===== src/stepper_step_rate_generator_assert.svh =====
// Assertion macros for the stepper step rate generator.
// Expects clk_i and rst_ni in the scope of each use.
`ifndef STEPPER_STEP_RATE_GENERATOR_ASSERT_SVH
`define STEPPER_STEP_RATE_GENERATOR_ASSERT_SVH

// Check that a condition implies another in the same cycle
`define SRG_ASSERT_SAME(lbl, ante, cons) \
  lbl: assert property (@(posedge clk_i) disable iff (!rst_ni) (ante) |-> (cons)) \
    else $error("srg assertion failed");

// Check that a condition implies another in the next cycle
`define SRG_ASSERT_NEXT(lbl, ante, cons) \
  lbl: assert property (@(posedge clk_i) disable iff (!rst_ni) (ante) |=> (cons)) \
    else $error("srg assertion failed");

`endif


===== src/srg_pkg.sv =====
// Shared types and constants for the stepper step rate generator.
// No dependencies.
`timescale 1ns / 1ps
`default_nettype none

package srg_pkg;

  localparam int unsigned CountW    = 13;
  localparam int unsigned MagW      = 16;
  localparam int unsigned MicroW    = 8;
  localparam int unsigned DeadbandW = 15;
  localparam int unsigned ProdW     = 23;
  localparam int unsigned CfgDataW  = 15;
  localparam int unsigned CfgIdxW   = 1;
  localparam int unsigned DivCntW   = 4;

  localparam logic [CountW-1:0]  CountMax   = 13'd8191;
  // ceil(7200 / p) is (7199 / p) + 1 for any p > 0
  localparam logic [CountW-1:0]  DivNumer   = 13'd7199;
  localparam logic [DivCntW-1:0] DivSteps   = 4'd13;
  localparam logic [MicroW-1:0]  MicroReset = 8'd1;

  typedef enum logic [CfgIdxW-1:0] {
    REG_MICROSTEP = 1'b0,
    REG_DEADBAND  = 1'b1
  } srg_reg_e;

  typedef enum logic {
    REQ_SETTINGS = 1'b0,
    REQ_TICK     = 1'b1
  } srg_req_type_e;

  typedef struct packed {
    logic               req_type;
    logic signed [15:0] speed;
    logic               enable;
  } srg_req_t;

  typedef struct packed {
    logic enable_pin;
    logic dir_pin;
    logic step_pin;
    logic step_running;
  } srg_res_t;

  // Controller to datapath
  typedef struct packed {
    logic load;
    logic tick;
    logic settle;
    logic run_zero;
    logic div_start;
    logic div_step;
    logic fin;
  } srg_cmd_t;

  // Datapath to controller
  typedef struct packed {
    logic is_tick;
    logic skip;
    logic prod_zero;
    logic div_last;
  } srg_stat_t;

endpackage

`default_nettype wire


===== src/srg_ctrl.sv =====
// Sequencer for the stepper step rate generator.
// Depends on srg_pkg for the command and status types.
`timescale 1ns / 1ps
`default_nettype none

module srg_ctrl (
  input  wire logic             clk_i,
  input  wire logic             rst_ni,
  input  wire logic             req_valid_i,
  output logic                  req_stall_o,
  output logic                  res_valid_o,
  input  wire logic             res_stall_i,
  input  wire srg_pkg::srg_stat_t stat_i,
  output srg_pkg::srg_cmd_t     cmd_o
);

  typedef enum logic [5:0] {
    S_IDLE = 6'b000001,
    S_DEC  = 6'b000010,
    S_CHK  = 6'b000100,
    S_DIV  = 6'b001000,
    S_FIN  = 6'b010000,
    S_OUT  = 6'b100000
  } srg_state_e;

  srg_state_e state_q, state_d;

  // Take a request only when no work or result is pending
  assign req_stall_o = (state_q != S_IDLE);
  assign res_valid_o = (state_q == S_OUT);

  // Next state and commands
  always_comb begin
    state_d = state_q;
    cmd_o   = '0;
    case (state_q)
      S_IDLE: begin
        if (req_valid_i) begin
          cmd_o.load = 1'b1;
          state_d    = S_DEC;
        end
      end
      S_DEC: begin
        if (stat_i.is_tick) begin
          cmd_o.tick = 1'b1;
          state_d    = S_OUT;
        end else begin
          cmd_o.settle = 1'b1;
          state_d      = stat_i.skip ? S_OUT : S_CHK;
        end
      end
      S_CHK: begin
        if (stat_i.prod_zero) begin
          cmd_o.run_zero = 1'b1;
          state_d        = S_OUT;
        end else begin
          cmd_o.div_start = 1'b1;
          state_d         = S_DIV;
        end
      end
      S_DIV: begin
        cmd_o.div_step = 1'b1;
        if (stat_i.div_last) begin
          state_d = S_FIN;
        end
      end
      S_FIN: begin
        cmd_o.fin = 1'b1;
        state_d   = S_OUT;
      end
      S_OUT: begin
        if (!res_stall_i) begin
          state_d = S_IDLE;
        end
      end
      default: begin
        state_d = S_IDLE;
      end
    endcase
  end

  // Advance state
  always_ff @(posedge clk_i or negedge rst_ni) begin
    if (!rst_ni) begin
      state_q <= S_IDLE;
    end else begin
      state_q <= state_d;
    end
  end

endmodule

`default_nettype wire


===== src/srg_datapath.sv =====
// Datapath for the stepper step rate generator: settings registers, pin
// state, tick counter and a serial period divider. Depends on srg_pkg.
`timescale 1ns / 1ps
`default_nettype none

module srg_datapath (
  input  wire logic                            clk_i,
  input  wire logic                            rst_ni,
  input  wire logic                            cfg_we_i,
  input  wire logic [srg_pkg::CfgIdxW-1:0]     cfg_idx_i,
  input  wire logic [srg_pkg::CfgDataW-1:0]    cfg_data_i,
  input  wire srg_pkg::srg_req_t               req_i,
  input  wire srg_pkg::srg_cmd_t               cmd_i,
  output srg_pkg::srg_stat_t                   stat_o,
  output srg_pkg::srg_res_t                    res_o
);

  // Configuration registers
  logic [srg_pkg::MicroW-1:0]    micro_q;
  logic [srg_pkg::DeadbandW-1:0] deadband_q;

  // Latched request
  logic                       type_q;
  logic                       en_q;
  logic                       neg_q;
  logic [srg_pkg::MagW-1:0]   mag_q;

  // Pin and stepping state
  logic enable_q, enable_d;
  logic dir_q, dir_d;
  logic step_q, step_d;
  logic running_q, running_d;
  logic never_q, never_d;
  logic [srg_pkg::CountW-1:0] period_q, period_d;
  logic [srg_pkg::CountW-1:0] count_q, count_d;

  // Divider
  logic [srg_pkg::ProdW-1:0]   prod_q, prod_d;
  logic [srg_pkg::ProdW-1:0]   rem_q, rem_d;
  logic [srg_pkg::CountW-1:0]  quo_q, quo_d;
  logic [srg_pkg::DivCntW-1:0] dcnt_q, dcnt_d;

  logic [srg_pkg::MagW-1:0]     mag_w;
  logic [2*srg_pkg::MagW-1:0]   prod_full;
  logic                         below;
  logic [srg_pkg::ProdW:0]      trial;
  logic [srg_pkg::ProdW:0]      diff;
  logic                         ge;
  logic [srg_pkg::CountW-1:0]   count_inc;

  // Magnitude of the speed; the most negative value maps to 32768
  assign mag_w = req_i.speed[15] ? (~req_i.speed + 16'd1) : req_i.speed;

  assign prod_full = {16'd0, mag_q} * {24'd0, micro_q};
  assign below     = ({1'b0, mag_q} < {2'b00, deadband_q});

  // One restoring division step per cycle
  assign trial = {rem_q, quo_q[srg_pkg::CountW-1]};
  assign ge    = (trial >= {1'b0, prod_q});
  assign diff  = trial - {1'b0, prod_q};

  // Saturating counter increment
  assign count_inc = (count_q == srg_pkg::CountMax) ? count_q : count_q + 13'd1;

  assign stat_o.is_tick   = (type_q == srg_pkg::REQ_TICK);
  assign stat_o.skip      = !en_q || below;
  assign stat_o.prod_zero = (prod_q == '0);
  assign stat_o.div_last  = (dcnt_q == 4'd1);

  assign res_o.enable_pin   = enable_q;
  assign res_o.dir_pin      = dir_q;
  assign res_o.step_pin     = step_q;
  assign res_o.step_running = running_q;

  // Next values of the state
  always_comb begin
    enable_d  = enable_q;
    dir_d     = dir_q;
    step_d    = step_q;
    running_d = running_q;
    never_d   = never_q;
    period_d  = period_q;
    count_d   = count_q;
    prod_d    = prod_q;
    rem_d     = rem_q;
    quo_d     = quo_q;
    dcnt_d    = dcnt_q;
    if (cmd_i.tick && running_q) begin
      if (!never_q && (count_inc >= period_q)) begin
        count_d = '0;
        step_d  = ~step_q;
      end else begin
        count_d = count_inc;
      end
    end
    if (cmd_i.settle) begin
      if (!en_q) begin
        enable_d  = 1'b0;
        running_d = 1'b0;
      end else if (below) begin
        enable_d  = 1'b1;
        running_d = 1'b0;
      end else begin
        enable_d = 1'b1;
        if (neg_q) begin
          dir_d = 1'b0;
        end else if (mag_q != '0) begin
          dir_d = 1'b1;
        end
      end
      prod_d = prod_full[srg_pkg::ProdW-1:0];
    end
    if (cmd_i.run_zero) begin
      never_d   = 1'b1;
      running_d = 1'b1;
    end
    if (cmd_i.div_start) begin
      rem_d  = '0;
      quo_d  = srg_pkg::DivNumer;
      dcnt_d = srg_pkg::DivSteps;
    end
    if (cmd_i.div_step) begin
      rem_d  = ge ? diff[srg_pkg::ProdW-1:0] : trial[srg_pkg::ProdW-1:0];
      quo_d  = {quo_q[srg_pkg::CountW-2:0], ge};
      dcnt_d = dcnt_q - 4'd1;
    end
    if (cmd_i.fin) begin
      period_d  = quo_q + 13'd1;
      never_d   = 1'b0;
      running_d = 1'b1;
    end
  end

  // Hold configuration and state
  always_ff @(posedge clk_i or negedge rst_ni) begin
    if (!rst_ni) begin
      micro_q    <= srg_pkg::MicroReset;
      deadband_q <= '0;
      enable_q   <= 1'b0;
      dir_q      <= 1'b0;
      step_q     <= 1'b0;
      running_q  <= 1'b0;
      never_q    <= 1'b1;
      period_q   <= '0;
      count_q    <= '0;
      dcnt_q     <= '0;
    end else begin
      if (cfg_we_i) begin
        case (cfg_idx_i)
          srg_pkg::REG_MICROSTEP: micro_q    <= cfg_data_i[srg_pkg::MicroW-1:0];
          srg_pkg::REG_DEADBAND:  deadband_q <= cfg_data_i[srg_pkg::DeadbandW-1:0];
          default: begin
          end
        endcase
      end
      enable_q  <= enable_d;
      dir_q     <= dir_d;
      step_q    <= step_d;
      running_q <= running_d;
      never_q   <= never_d;
      period_q  <= period_d;
      count_q   <= count_d;
      dcnt_q    <= dcnt_d;
    end
  end

  // Latch the request and the divider payload
  always_ff @(posedge clk_i) begin
    if (cmd_i.load) begin
      type_q <= req_i.req_type;
      en_q   <= req_i.enable;
      neg_q  <= req_i.speed[15];
      mag_q  <= mag_w;
    end
    prod_q <= prod_d;
    rem_q  <= rem_d;
    quo_q  <= quo_d;
  end

endmodule

`default_nettype wire


===== src/stepper_step_rate_generator.sv =====
// Step/direction generator for one stepper driver, one request at a time.
// Tick, disable and below-deadband requests go through decode straight to the result.
// Zero-product settings add a check state; other settings also run the 13-step
// serial period divider and a finish state. Next request is taken the cycle after the result is accepted.
// Reset (async, active low): pins low, stepping stopped, microstep 1, deadband 0.
`timescale 1ns / 1ps
`default_nettype none

`include "stepper_step_rate_generator_assert.svh"

module stepper_step_rate_generator (
  input  wire logic                         clk_i,
  input  wire logic                         rst_ni,
  input  wire logic                         cfg_we_i,
  input  wire logic [srg_pkg::CfgIdxW-1:0]  cfg_idx_i,
  input  wire logic [srg_pkg::CfgDataW-1:0] cfg_data_i,
  input  wire logic                         req_valid_i,
  output logic                              req_stall_o,
  input  wire srg_pkg::srg_req_t            req_i,
  output logic                              res_valid_o,
  input  wire logic                         res_stall_i,
  output srg_pkg::srg_res_t                 res_o
);

  srg_pkg::srg_cmd_t  ctrl_cmd;
  srg_pkg::srg_stat_t dp_stat;

  // Sequence each request
  srg_ctrl u_ctrl (
    .clk_i       (clk_i),
    .rst_ni      (rst_ni),
    .req_valid_i (req_valid_i),
    .req_stall_o (req_stall_o),
    .res_valid_o (res_valid_o),
    .res_stall_i (res_stall_i),
    .stat_i      (dp_stat),
    .cmd_o       (ctrl_cmd)
  );

  // Hold pin state and compute the step period
  srg_datapath u_dp (
    .clk_i      (clk_i),
    .rst_ni     (rst_ni),
    .cfg_we_i   (cfg_we_i),
    .cfg_idx_i  (cfg_idx_i),
    .cfg_data_i (cfg_data_i),
    .req_i      (req_i),
    .cmd_i      (ctrl_cmd),
    .stat_o     (dp_stat),
    .res_o      (res_o)
  );

  // Commands never overlap
  `SRG_ASSERT_SAME(a_cmd_onehot, 1'b1, $onehot0(ctrl_cmd))
  // A pending result blocks new requests
  `SRG_ASSERT_SAME(a_res_blocks_req, res_valid_o, req_stall_o)
  // An accepted request is not answered in the same cycle it lands
  `SRG_ASSERT_NEXT(a_accept_busy, req_valid_i && !req_stall_o, req_stall_o && !res_valid_o)
  // Finishing the divide presents the result next
  `SRG_ASSERT_NEXT(a_fin_result, ctrl_cmd.fin, res_valid_o && res_o.step_running)

endmodule

`default_nettype wire

===== config.mk =====
export PLATFORM = sky130hd
export DESIGN_NAME = stepper_step_rate_generator
export DESIGN_NICKNAME = d
export VERILOG_FILES = /design/src/srg_pkg.sv /design/src/srg_ctrl.sv /design/src/srg_datapath.sv /design/src/stepper_step_rate_generator.sv
export VERILOG_INCLUDE_DIRS = /design/src /design/src/src
export SDC_FILE = /design/constraint.sdc
export NUM_CORES = 1
export LEC_CHECK = 0
export BUFFER_PORTS_ARGS = -buffer_cell sky130_fd_sc_hd__buf_2
export CAP_MARGIN = 20
export CORE_UTILIZATION = 49
export DETAILED_ROUTE_END_ITERATION = 10
export PLACE_DENSITY = 0.65
export SYNTH_ARGS = -nofsm -noshare
export SYNTH_HDL_FRONTEND = slang
export SYNTH_SLANG_ARGS = --single-unit

===== constraint.sdc =====
create_clock -name clk_i -period 14.2 [get_ports clk_i]
set_input_delay 0 -clock clk_i [delete_from_list [all_inputs] [get_ports clk_i]]
set_output_delay 0 -clock clk_i [all_outputs]
set_load 0.01 [all_outputs]

==> results of run 1 <==
metal layers:
layer / track usage, % / up-vias
met2: 35.7 / 144
met3: 3.65 / 32
li1: - / 4348
met1: 27.8 / 4212
met5: 0 / -
met4: 6.42 / 0
cells in the mapped netlist, drive strengths merged (5+ instances only):
cell type / number / area [sq um]
a21o: 28 / 214
a21oi: 66 / 345
a22o: 8 / 71.3
a31oi: 8 / 65.1
and2: 114 / 716
and3: 15 / 93.8
buf: 12 / 96.3
clkbuf: 26 / 118
dfrtp: 61 / 1530
edfxtp: 78 / 2340
fa: 84 / 1680
ha: 97 / 1210
inv: 166 / 623
mux2: 26 / 293
nand2: 110 / 413
nand2b: 17 / 106
nand3: 29 / 160
nand4: 14 / 87.6
nor2: 49 / 184
nor2b: 7 / 43.8
nor3: 13 / 65.1
nor4: 12 / 75.1
o211ai: 8 / 60.1
o21a: 8 / 60.1
o21ai: 51 / 255
o21bai: 5 / 37.5
o31ai: 8 / 60.1
or3: 7 / 43.8
xnor2: 51 / 447
xor2: 20 / 175
per-stage QoR:
stage          hold WS, ns  util (%)  total power [mW]  cells  worst slack (ns)
4_1_cts             0.0145      56.0              3.56   1652              8.82
2_1_floorplan       -0.296         -              2.56   1248              9.23
6_report            0.0607      56.0              3.53   1652              8.78
3_3_place_gp         0.178      51.8              2.99   1582              8.89
5_1_grt             0.0737      56.0              3.91   1652              8.31
3_5_place_dp         0.179      51.8              3.02   1582              8.81
cells by family (layout without fill, tap and decap cells):
| logic type | count (synthesis) | after routing | synth area share [%] |
|---|---|---|---|
| AOI/OAI and AO/OA | 218 | 218 | 11.6 |
| muxes | 28 | 28 | 2.57 |
| xor gates and xnor gates | 71 | 71 | 5.11 |
| and+or+nand+nor | 404 | 404 | 17.6 |
| DFF | 142 | 142 | 32.5 |
| adders and majority gates | 181 | 181 | 23.8 |
| buffers and inverters | 204 | 284 | 6.88 |
flip-flops by register name (all words and copies together), names as in the netlist, 4 cells and up:
register / count
u_dp.count_q: 13
u_dp.period_q: 13
u_dp.deadband_q: 15
u_dp.mag_q: 16
u_ctrl.state_q: 6
u_dp.micro_q: 8
u_dp.prod_q: 23
u_dp.quo_q: 13
u_dp.dcnt_q: 4
u_dp.rem_q: 23
power by group through the flow:
stage	Sequential [mW]	Combinational, mW	Clock [mW]
after global placement	0.710	2.28	0
after floorplan	0.671	1.89	0
final	0.707	2.33	0.492
after CTS	0.705	2.35	0.504
after detailed placement	0.713	2.31	0
after global routing	0.716	2.67	0.518
layout make-up:
class                      count  area (sq um)
sequential                   142          3950
inverter                     166           623
clock inverter                15           208
tap                          324           405
fill                        2136         10700
multi-input combinational    902          7380
timing repair buffer          86           631
clock buffer                  17           425
cell usage in the layout (no fill, tap or decap), types with 15 or more instances in the layout:
| cell type | n |
|---|---|
| sky130_fd_sc_hd__and3_1 | 15 |
| sky130_fd_sc_hd__nor2_1 | 48 |
| sky130_fd_sc_hd__dlygate4sd3_1 | 38 |
| sky130_fd_sc_hd__nand2b_1 | 17 |
| sky130_fd_sc_hd__edfxtp_1 | 78 |
| sky130_fd_sc_hd__nand3_1 | 26 |
| sky130_fd_sc_hd__mux2_2 | 26 |
| sky130_fd_sc_hd__dfrtp_1 | 61 |
| sky130_fd_sc_hd__a21o_1 | 25 |
| sky130_fd_sc_hd__a21oi_1 | 62 |
| sky130_fd_sc_hd__o21ai_0 | 51 |
| sky130_fd_sc_hd__fa_1 | 84 |
| sky130_fd_sc_hd__ha_1 | 97 |
| sky130_fd_sc_hd__xnor2_1 | 51 |
| sky130_fd_sc_hd__and2_1 | 113 |
| sky130_fd_sc_hd__clkbuf_16 | 17 |
| sky130_fd_sc_hd__buf_2 | 44 |
| sky130_fd_sc_hd__xor2_1 | 20 |
| sky130_fd_sc_hd__nand2_1 | 110 |
| sky130_fd_sc_hd__inv_1 | 166 |
worst paths after layout:
kind,end,slack (ns),depth (start not counted)
setup / recovery,u_dp.prod_q[22]$_DFFE_PP_,8.78,17
hold / removal,u_dp.mag_q[5]$_DFFE_PP_,0.06,3
setup reg to reg,u_dp.prod_q[22]$_DFFE_PP_,8.78,17
hold reg to reg,u_dp.step_q$_DFFE_PN0P_,0.47,1
max in group asynchronous,u_dp.deadband_q[5]$_DFFE_PN0P_,13.34,3
min in group asynchronous,u_dp.period_q[8]$_DFFE_PN0P_,0.27,3
critical path, stage by stage, from the launching register on:
cell                      delay [ns]
sky130_fd_sc_hd__dfrtp_1        0.57
sky130_fd_sc_hd__and2_1         0.26
sky130_fd_sc_hd__fa_1           0.51
sky130_fd_sc_hd__fa_1           0.53
sky130_fd_sc_hd__fa_1           0.57
sky130_fd_sc_hd__inv_1          0.06
sky130_fd_sc_hd__fa_1           0.53
sky130_fd_sc_hd__inv_1          0.04
sky130_fd_sc_hd__ha_1           0.22
sky130_fd_sc_hd__or2_2          0.31
sky130_fd_sc_hd__a21oi_1        0.12
sky130_fd_sc_hd__a31oi_1        0.11
sky130_fd_sc_hd__nor2_1         0.14
sky130_fd_sc_hd__o22ai_1        0.12
sky130_fd_sc_hd__o41ai_1        0.42
sky130_fd_sc_hd__o21ai_0        0.21
sky130_fd_sc_hd__o41ai_1        0.33
sky130_fd_sc_hd__xnor2_1        0.11
timing repair:
action / 4_1_cts / 5_1_grt
endpoints found under the setup margin: 0 / 0
endpoints found under the hold margin: 106 / 0
hold buffers: 38 / 0
buffers inserted: 0 / 0
==> metrics.yaml, run 1 <==
run_status:
  outcome: "finished, final reports clean"
hold_path:
  hold_class: "in -> reg"
  worstHoldStart: "req_i[2]"
route:
  route.detailed.vias_per_inst: 5.29
  num_vias: 8736
  route.antenna.remaining_nets: 0
  post-route-drc-count: 0
  route.met2.wl_um: 12500
  drt-initial-drc-count: 484
  wl_met3_um: 821
  routedLengthMet1_um: 12100
  top_routing_layer_used: "met4"
  drt-total-wl_um: 25900
  wire_per_inst_um: 15.7
  drt_pre_antenna_iters: 5
die:
  num_io_pins: 45
  die_height_um: 160
  core-area_sq_mm: 0.0243
  die_outline_area_sq_mm: 0.0254
  row_count: 57
  initial_utilization_pct: 50.0
  die-width_um: 160
timing:
  final.period_utilization_pct: 38.2
  grt_setup_unrepaired: "false"
  maxSlewHeadroom_pct: 39.4
  timing_worst_slew_pin_value_ns: 0.908
  hold_violations: 0
  setup_viol: 0
  final_period_minus_worst_setup_slack_ns: 5.42
  max_transition_viols_final: 0
  setup_tns_ns: 0
  max_freq_ghz: 0.184
  finalClockSkew_ns: 0.0173
grt:
  grt_pass1_vias: 8781
  grt-ovfl-total: 0
  globalRouteTotalUtil_pct: 21.2
  grt_max_degree: 65
  first_pass_grt_wire_length_um: 43300
  antenna_found_initial: 0
synthesis:
  syn-instance-count: 1248
  synth_top_flop_cell: "sky130_fd_sc_hd__edfxtp_1"
  async_reset_ff_share_pct: 45.1
  synth-seq-cells: 142
  synth-warning-count: 0
  syn_avg_cell_area_sq_um: 9.74
  syn_area_sq_mm: 0.0122
  synth-edff-count: 78
  mappedNetlistNets: 1468
  synth_seq_area_share_pct: 32.5
  synth.distinct_cells: 70
cts:
  numCtsBuffers: 17
  htreeDepth: 4
  clk-insertion-delay-late_ns: 0.44
  tritoncts_num_sinks: 142
  cts_resized: 0
  clock_tree.buffer_depth: 2
  tritoncts: "yes"
  ctsRootBufferMaster: "sky130_fd_sc_hd__clkbuf_16"
  clock_pin_transition_on_the_worst_setup_and_hold_timing_paths_ns: 0.07
pwr:
  power_leakage_nw: 6.13
  sw_frac_of_total_pct: 44.9
  p_int_mw: 1.94
  p_seq_share_pct: 20.0
  comb_power_share_pct: 66.0
  power.density_mw_per_mm2: 259
  clkPwrFrac_pct: 13.9
  switchingPower_mw: 1.59
  ir_worst_vdd_uv: 232
flow_run:
  max_cap_violations: 0
place:
  globalplace.congestion: 0.856
  dp_hpwl_um: 19400
  numPortBuffers: 44
  placedInstanceArea_sq_mm: 0.0126
final_layout:
  diodes: 0
  layout-area-overhead-vs-synth_pct: 12.0
  final_layout_size_suffix_gt1_share_pct: 9.86
  final_design_area_excluding_fillers_sq_mm: 0.0136
  final_net_count: 1535
setup_path:
  criticalPathCategory: "reg -> reg"
  crit_path_max_fanout: 17
  endpoint_kind: "flop"
  reg2reg_from: "u_dp.micro_q[7]$_DFFE_PN0P_"
  critPathLaunchType: "flop"
  worstPathArrival_ns: 5.60
  timing.critical_path.required_ns: 14.38
  launching_instance_or_port_of_the_critical_path: "u_dp.micro_q[7]$_DFFE_PN0P_"
(Power assumes the default switching activity.)
==> inputs of run 2 (changes only) <==
- PLACE_DENSITY: 0.65 -> 0.68
- clock period: 14.2 -> 4.7 ns (I/O delays scaled with it)
==> run 2 against run 1 <==
The run now ends with negative setup slack left. Clock-buffer cell count unchanged. Global-route usage is 0.83 points higher. Flip-flop and latch count stayed put. Critical path depth fell by 2. Clock skew up 0.0038 ns. Setup slack lost 8.9 ns. Register-to-register slack got worse by 8.9 ns. First-iteration DRC count increased by 8.7%. Highest routed layer unchanged.
==> metrics.yaml, run 2 (same netlist as run 1, synthesis figures left out) <==
grt:
  globalRouteTotalUtil_pct: 22.0  # +0.83 points
  grt_pass1_vias: 9457  # +7.7%
  grt_busiest_layer: "met2"
  grt_max_degree: 65  # unchanged
  grt.met1_usage_pct: 28.3  # +0.43 points
  first_pass_grt_wire_length_um: 45500  # +5.2%
  antenna_found_initial: 0  # unchanged
  grt.met3_usage_pct: 2.87  # -0.78 points
  global_route.usage.met2_pct: 38.4  # +2.7 points
  grt-ovfl-total: 0  # unchanged
final_layout:
  diodes: 0  # unchanged
  final_design_area_excluding_fillers_sq_mm: 0.0144  # +6.0%
  final_net_count: 1614  # +5.1%
  layout-area-overhead-vs-synth_pct: 18.7
  layout_common_cells: "sky130_fd_sc_hd__inv_1 (162), sky130_fd_sc_hd__nand2_1 (110), sky130_fd_sc_hd__and2_1 (104)"
  final_core_utilization_pct: 59.4  # +3.4 points
  final_layout_size_suffix_gt1_share_pct: 17.8  # +8.0 points
  most_common_cell_after_layout_fill_and_taps_aside: "sky130_fd_sc_hd__inv_1"
  reg_top3: "u_dp.prod_q: 23 flops, u_dp.rem_q: 23 flops, u_dp.mag_q: 16 flops"
timing:
  final.hold.worst_slack_ns: 0.0947  # +0.0340 ns
  max_transition_viols_final: 0  # unchanged
  hold_violations: 0  # unchanged
  maxSlewHeadroom_pct: 38.5  # -0.93 points
  timing_worst_slew_pin_value_ns: 0.922  # +0.0139 ns
  max_freq_ghz: 0.208  # +13%
  finalClockSkew_ns: 0.0211  # +0.00376 ns
  final.period_utilization_pct: 102  # +64 points
  post-route-worst-setup-slack_ns: -0.0967  # -8.88 ns
  final_period_minus_worst_setup_slack_ns: 4.80  # -0.625 ns
  setup_viol: 5  # +5
  grt_setup_unrepaired: "true"
setup_path:
  timing.critical_path.max_delay_family: "adder cells"
  crit_path_max_fanout: 7  # -10
  endpoint_kind: "flop"
  critPathLaunchType: "flop"
  worstPathArrival_ns: 4.96  # -0.64 ns
  crit_top_cell: "sky130_fd_sc_hd__fa_1"
  criticalPathCategory: "reg -> reg"
  crit_path_cell_trace: "buf_4 -> and2_1 -> fa_1 -> fa_1 -> fa_1 -> inv_1 -> fa_1 -> inv_1 -> ha_1 -> a21oi_1 -> o22ai_2 -> o41ai_2 -> o21ai_1 -> o41ai_2 -> xnor2_1"
  critPathMaxStageDelay_ns: 0.55  # -0.02 ns
  timing.critical_path.slowest_stage_cell: "sky130_fd_sc_hd__fa_1"
  timing.critical_path.required_ns: 4.87  # -9.51 ns
  worst-path-buf-inv: 3  # +1
route:
  drt-initial-drc-count: 526  # +8.7%
  post-route-drc-count: 0  # unchanged
  route.antenna.remaining_nets: 0  # unchanged
  route.detailed.vias_per_inst: 5.28  # about the same
  num_vias: 9145  # +4.7%
  drt-total-wl_um: 26500  # +2.3%
  wire_per_inst_um: 15.3  # -2.4%
  drt_pre_antenna_iters: 4  # -1
cts:
  tritoncts_num_sinks: 142  # unchanged
  numCtsBuffers: 17  # unchanged
  tritoncts: "yes"
  clock_pin_transition_on_the_worst_setup_and_hold_timing_paths_ns: 0.07  # about the same
  ctsRootBufferMaster: "sky130_fd_sc_hd__clkbuf_16"
  clock_tree.buffer_depth: 2  # unchanged
  clk-insertion-delay-late_ns: 0.44  # about the same
  htreeDepth: 4  # unchanged
run_status:
  failed_checks: "negative setup slack"
  outcome: "complete, but fails checks"
place:
  placedInstanceArea_sq_mm: 0.0132  # +4.7%
  dp_hpwl_um: 19600  # +1.2%
  globalplace.congestion: 0.879  # +2.7%
  numPortBuffers: 44  # unchanged
die:
  core-area_sq_mm: 0.0243  # unchanged
  initial_utilization_pct: 50.0  # unchanged
  num_io_pins: 45  # unchanged
  die_height_um: 160  # unchanged
  die_outline_area_sq_mm: 0.0254  # unchanged
  die-width_um: 160  # unchanged
  row_count: 57  # unchanged
hold_path:
  hold_class: "in -> reg"
flow_run:
  max_cap_violations: 0  # unchanged
run 2: layer usage:
metal  vias to the layer above  part of all wire [%]  routed length, um
li1                       4509                     -                  -
met1                      4408                    46              12100
met2                       186                    49              13000
met3                        42                   3.2                851
met4                         0                   2.1                560
met5                         -                     0                  0
run 2: final timing paths:
path	slack [ns]	start	endpoint	cells past startpoint
max	-0.1	u_dp.mag_q[6]$_DFFE_PP_	u_dp.prod_q[22]$_DFFE_PP_	15
min	0.09	req_i[2]	u_dp.mag_q[5]$_DFFE_PP_	3
max reg2reg	-0.1	u_dp.mag_q[6]$_DFFE_PP_	u_dp.prod_q[22]$_DFFE_PP_	15
min reg2reg	0.47	u_dp.step_q$_DFFE_PN0P_	u_dp.step_q$_DFFE_PN0P_	1
max in group asynchronous	3.83	rst_ni	u_dp.deadband_q[5]$_DFFE_PN0P_	3
min in group asynchronous	0.27	rst_ni	u_dp.period_q[8]$_DFFE_PN0P_	3
run 2: worst reg2reg max path, stage by stage (launching register included):
cell and delay, ns:
sky130_fd_sc_hd__edfxtp_1 0.52, sky130_fd_sc_hd__buf_4 0.20, sky130_fd_sc_hd__and2_1 0.16, sky130_fd_sc_hd__fa_1 0.51, sky130_fd_sc_hd__fa_1 0.52, sky130_fd_sc_hd__fa_1 0.55
sky130_fd_sc_hd__inv_1 0.05, sky130_fd_sc_hd__fa_1 0.52, sky130_fd_sc_hd__inv_1 0.04, sky130_fd_sc_hd__ha_1 0.32, sky130_fd_sc_hd__a21oi_1 0.21, sky130_fd_sc_hd__o22ai_2 0.12
sky130_fd_sc_hd__o41ai_2 0.27, sky130_fd_sc_hd__o21ai_1 0.16, sky130_fd_sc_hd__o41ai_2 0.26, sky130_fd_sc_hd__xnor2_1 0.11
run 2: final cells by class:
| class | count | area [sq um] |
|---|---|---|
| clock buffers | 17 | 425 |
| clock inverters | 15 | 195 |
| fillers | 2036 | 9890 |
| inverters | 166 | 623 |
| multi-input cells | 902 | 7600 |
| flip-flops and latches | 142 | 3950 |
| well taps | 324 | 405 |
| repair buffers | 165 | 1230 |
run 2: stage by stage:
step / instances / worst slack (ns) / setup TNS [ns]
6_report: 1731 / -0.0967 / -0.201
3_3_place_gp: 1643 / -0.237 / -0.773
3_5_place_dp: 1643 / -0.299 / -0.984
5_1_grt: 1731 / -0.333 / -1.63
4_1_cts: 1729 / -0.0628 / -0.235
2_1_floorplan: 1248 / -0.0234 / -0.0234
run 2: repair_timing:
item                                   4_1_cts  5_1_grt
resized for setup                           18        8
pin swaps                                   26        6
endpoints found under the hold margin      106        0
hold buffers                                38        0
cloned                                       0        0
setup endpoints to repair                    7        8
setup buffers                               16        4
Power of run 2 is left out: the tool's default activity adds up to more than one toggle a clock period on the data nets, which glitch-free logic cannot reach.
==> inputs of run 3 (changes only) <==
- PLACE_DENSITY: 0.68 -> 0.65
- clock period: 4.7 -> 5.9 ns (I/O delays scaled with it)
==> run 3 against run 2 <==
The flow now finishes without violations. First-iteration DRC count rose by 9.1%. Setup slack gained 0.56 ns. Global-route usage down 0.86 points. Via count fell by 4.7%. Highest routed layer unchanged.
==> metrics.yaml, run 3 (same netlist as run 1, synthesis figures left out) <==
place:
  pre_cts_slack_ns: 0.538  # +0.837 ns
  dp_hpwl_um: 19300  # -1.5%
  numPortBuffers: 44  # unchanged
  placedInstanceArea_sq_mm: 0.0126  # -4.5%
  globalplace.congestion: 0.856  # -2.6%
  numPlacedInstances: 1582  # -3.7%
route:
  drt-initial-drc-count: 574  # +9.1%
  drt-total-wl_um: 25700  # -2.9%
  post-route-drc-count: 0  # unchanged
  num_vias: 8713  # -4.7%
  route.antenna.remaining_nets: 0  # unchanged
  route.detailed.vias_per_inst: 5.27  # -0.17%
  wire_per_inst_um: 15.6  # +1.7%
  drt_pre_antenna_iters: 5  # +1
final_layout:
  final_core_utilization_pct: 55.7  # -3.7 points
  final-instance-count-excl-fill: 1652  # -4.6%
  final_net_count: 1535  # -4.9%
  diodes: 0  # unchanged
  layout-area-overhead-vs-synth_pct: 11.4
  final.fill_count: 2156  # +5.9%
  final_layout_size_suffix_gt1_share_pct: 9.79  # -8.1 points
  most_common_cell_after_layout_fill_and_taps_aside: "sky130_fd_sc_hd__inv_1"
  reg_top3: "u_dp.prod_q: 23 flops, u_dp.rem_q: 23 flops, u_dp.mag_q: 16 flops"
  multi_input_comb_area_sq_mm: 0.00738  # -3.0%
  final_design_area_excluding_fillers_sq_mm: 0.0135  # -6.2%
  regArea_sq_mm: 0.00395  # unchanged
  layout_common_cells: "sky130_fd_sc_hd__inv_1 (166), sky130_fd_sc_hd__and2_1 (113), sky130_fd_sc_hd__nand2_1 (110)"
die:
  row_count: 57  # unchanged
  initial_utilization_pct: 50.0  # unchanged
  num_io_pins: 45  # unchanged
  die_height_um: 160  # unchanged
  core-area_sq_mm: 0.0243  # unchanged
  die_outline_area_sq_mm: 0.0254  # unchanged
  die-width_um: 160  # unchanged
grt:
  grt-ovfl-total: 0  # unchanged
  antenna_found_initial: 0  # unchanged
  grt_max_degree: 65  # unchanged
  first_pass_grt_wire_length_um: 43100  # -5.4%
  grt_pass1_vias: 8644  # -8.6%
  globalRouteTotalUtil_pct: 21.2  # -0.86 points
run_status:
  outcome: "finished, final reports clean"
hold_path:
  worstHoldStart: "req_i[2]"
  hold-path-cell-count: 3  # unchanged
  worstHoldEndpoint: "u_dp.mag_q[5]$_DFFE_PP_"
  hold_class: "in -> reg"
timing:
  setup_viol: 0  # -5
  hold_violations: 0  # unchanged
  final.period_utilization_pct: 92.2  # -9.8 points
  max_freq_ghz: 0.184  # -12%
  grt_setup_unrepaired: "false"
  final_period_minus_worst_setup_slack_ns: 5.44  # +0.644 ns
  finalClockSkew_ns: 0.0152  # -0.00589 ns
  timing_worst_slew_pin_value_ns: 0.963  # +0.0404 ns
  max_transition_viols_final: 0  # unchanged
  setup_tns_ns: 0  # +0.201 ns
  maxSlewHeadroom_pct: 35.8  # -2.7 points
  post-route-worst-setup-slack_ns: 0.459  # +0.556 ns
cts:
  htreeDepth: 4  # unchanged
  post_cts_setup_buffer_count: 0  # -16
  ctsRootBufferMaster: "sky130_fd_sc_hd__clkbuf_16"
  tritoncts: "yes"
  clock_pin_transition_on_the_worst_setup_and_hold_timing_paths_ns: 0.07  # about the same
  numCtsBuffers: 17  # unchanged
  clock_tree.buffer_depth: 2  # unchanged
  tritoncts_num_sinks: 142  # unchanged
  clk-insertion-delay-late_ns: 0.44  # about the same
setup_path:
  criticalPathCategory: "reg -> reg"
  worstPathArrival_ns: 5.61  # +0.65 ns
  timing.critical_path.required_ns: 6.07  # +1.20 ns
  reg2reg_from: "u_dp.micro_q[7]$_DFFE_PN0P_"
  critPathLaunchType: "flop"
  crit_path_max_fanout: 17  # +10
  worst_reg2reg_path_depth: 17  # +2
  reg2reg_setup_slack_ns: 0.46  # +0.56 ns
  worst_r2r_endpoint: "u_dp.prod_q[22]$_DFFE_PP_"
  endpoint_kind: "flop"
pwr:
  power_leakage_nw: 6.09
  power.density_mw_per_mm2: 615
  ir_worst_vdd_uv: 559
flow_run:
  max_cap_violations: 0  # unchanged
## run 3: power breakdown
group | internal, mW | switching (mW) | total [mW]
clock | 0.557 | 0.493 | 1.05
combinational | 2.49 | 3.10 | 5.58
sequential | 1.50 | 0.197 | 1.70
## run 3: cell type report
class	count	area share [%]
clock buffer	18	3.17
tap	324	2.99
sequential	142	29.2
multi-input combinational	902	54.5
clock inverter	14	0.943
inverter	166	4.60
timing repair buffer	86	4.66
## run 3: metrics by stage
step,total power [mW],hold WS [ns]
3_5_place_dp,7.27,0.179
5_1_grt,9.25,0.0804
2_1_floorplan,6.16,-0.296
3_3_place_gp,7.19,0.178
6_report,8.33,0.0366
4_1_cts,8.38,0.0172
## run 3: how the worst max path moves through the flow
stage / from / slack [ns] / endpoint / depth (start not counted)
3_3_place_gp: u_dp.micro_q[6]$_DFFE_PN0P_ / 0.59 / u_dp.prod_q[22]$_DFFE_PP_ / 17
4_1_cts: u_dp.micro_q[7]$_DFFE_PN0P_ / 0.52 / u_dp.prod_q[22]$_DFFE_PP_ / 17
3_5_place_dp: u_dp.micro_q[7]$_DFFE_PN0P_ / 0.54 / u_dp.prod_q[22]$_DFFE_PP_ / 17
6_report: u_dp.micro_q[7]$_DFFE_PN0P_ / 0.46 / u_dp.prod_q[22]$_DFFE_PP_ / 17
2_1_floorplan: u_dp.micro_q[7]$_DFFE_PN0P_ / 0.93 / u_dp.prod_q[22]$_DFFE_PP_ / 18
5_1_grt: u_dp.micro_q[7]$_DFFE_PN0P_ / 0.004 / u_dp.prod_q[22]$_DFFE_PP_ / 17
## run 3: what timing repair did
action,in CTS,in global routing
gates resized for setup,0,0
hold buffers,38,0
hold endpoints to repair,106,0
## run 3: routing by layer
layer  share of wire, %  track usage [%]  routed length (um)
met5                  0                0                   0
met3                2.6             3.05                 676
met4                1.2             5.29                 302
met2                 48             35.9               12500
met1                 48             28.4               12300
## run 3: worst max-delay path, stage by stage, from the launching register on
cell and delay [ns]:
sky130_fd_sc_hd__dfrtp_1 0.57, sky130_fd_sc_hd__and2_1 0.25, sky130_fd_sc_hd__fa_1 0.51, sky130_fd_sc_hd__fa_1 0.52, sky130_fd_sc_hd__fa_1 0.54, sky130_fd_sc_hd__inv_1 0.05, sky130_fd_sc_hd__fa_1 0.52, sky130_fd_sc_hd__inv_1 0.04
sky130_fd_sc_hd__ha_1 0.35, sky130_fd_sc_hd__o21a_1 0.22, sky130_fd_sc_hd__o221ai_1 0.16, sky130_fd_sc_hd__a31oi_1 0.08, sky130_fd_sc_hd__nor2_1 0.15, sky130_fd_sc_hd__o22ai_1 0.12, sky130_fd_sc_hd__o41ai_1 0.44, sky130_fd_sc_hd__o21ai_0 0.21
sky130_fd_sc_hd__o41ai_1 0.35, sky130_fd_sc_hd__xnor2_1 0.10
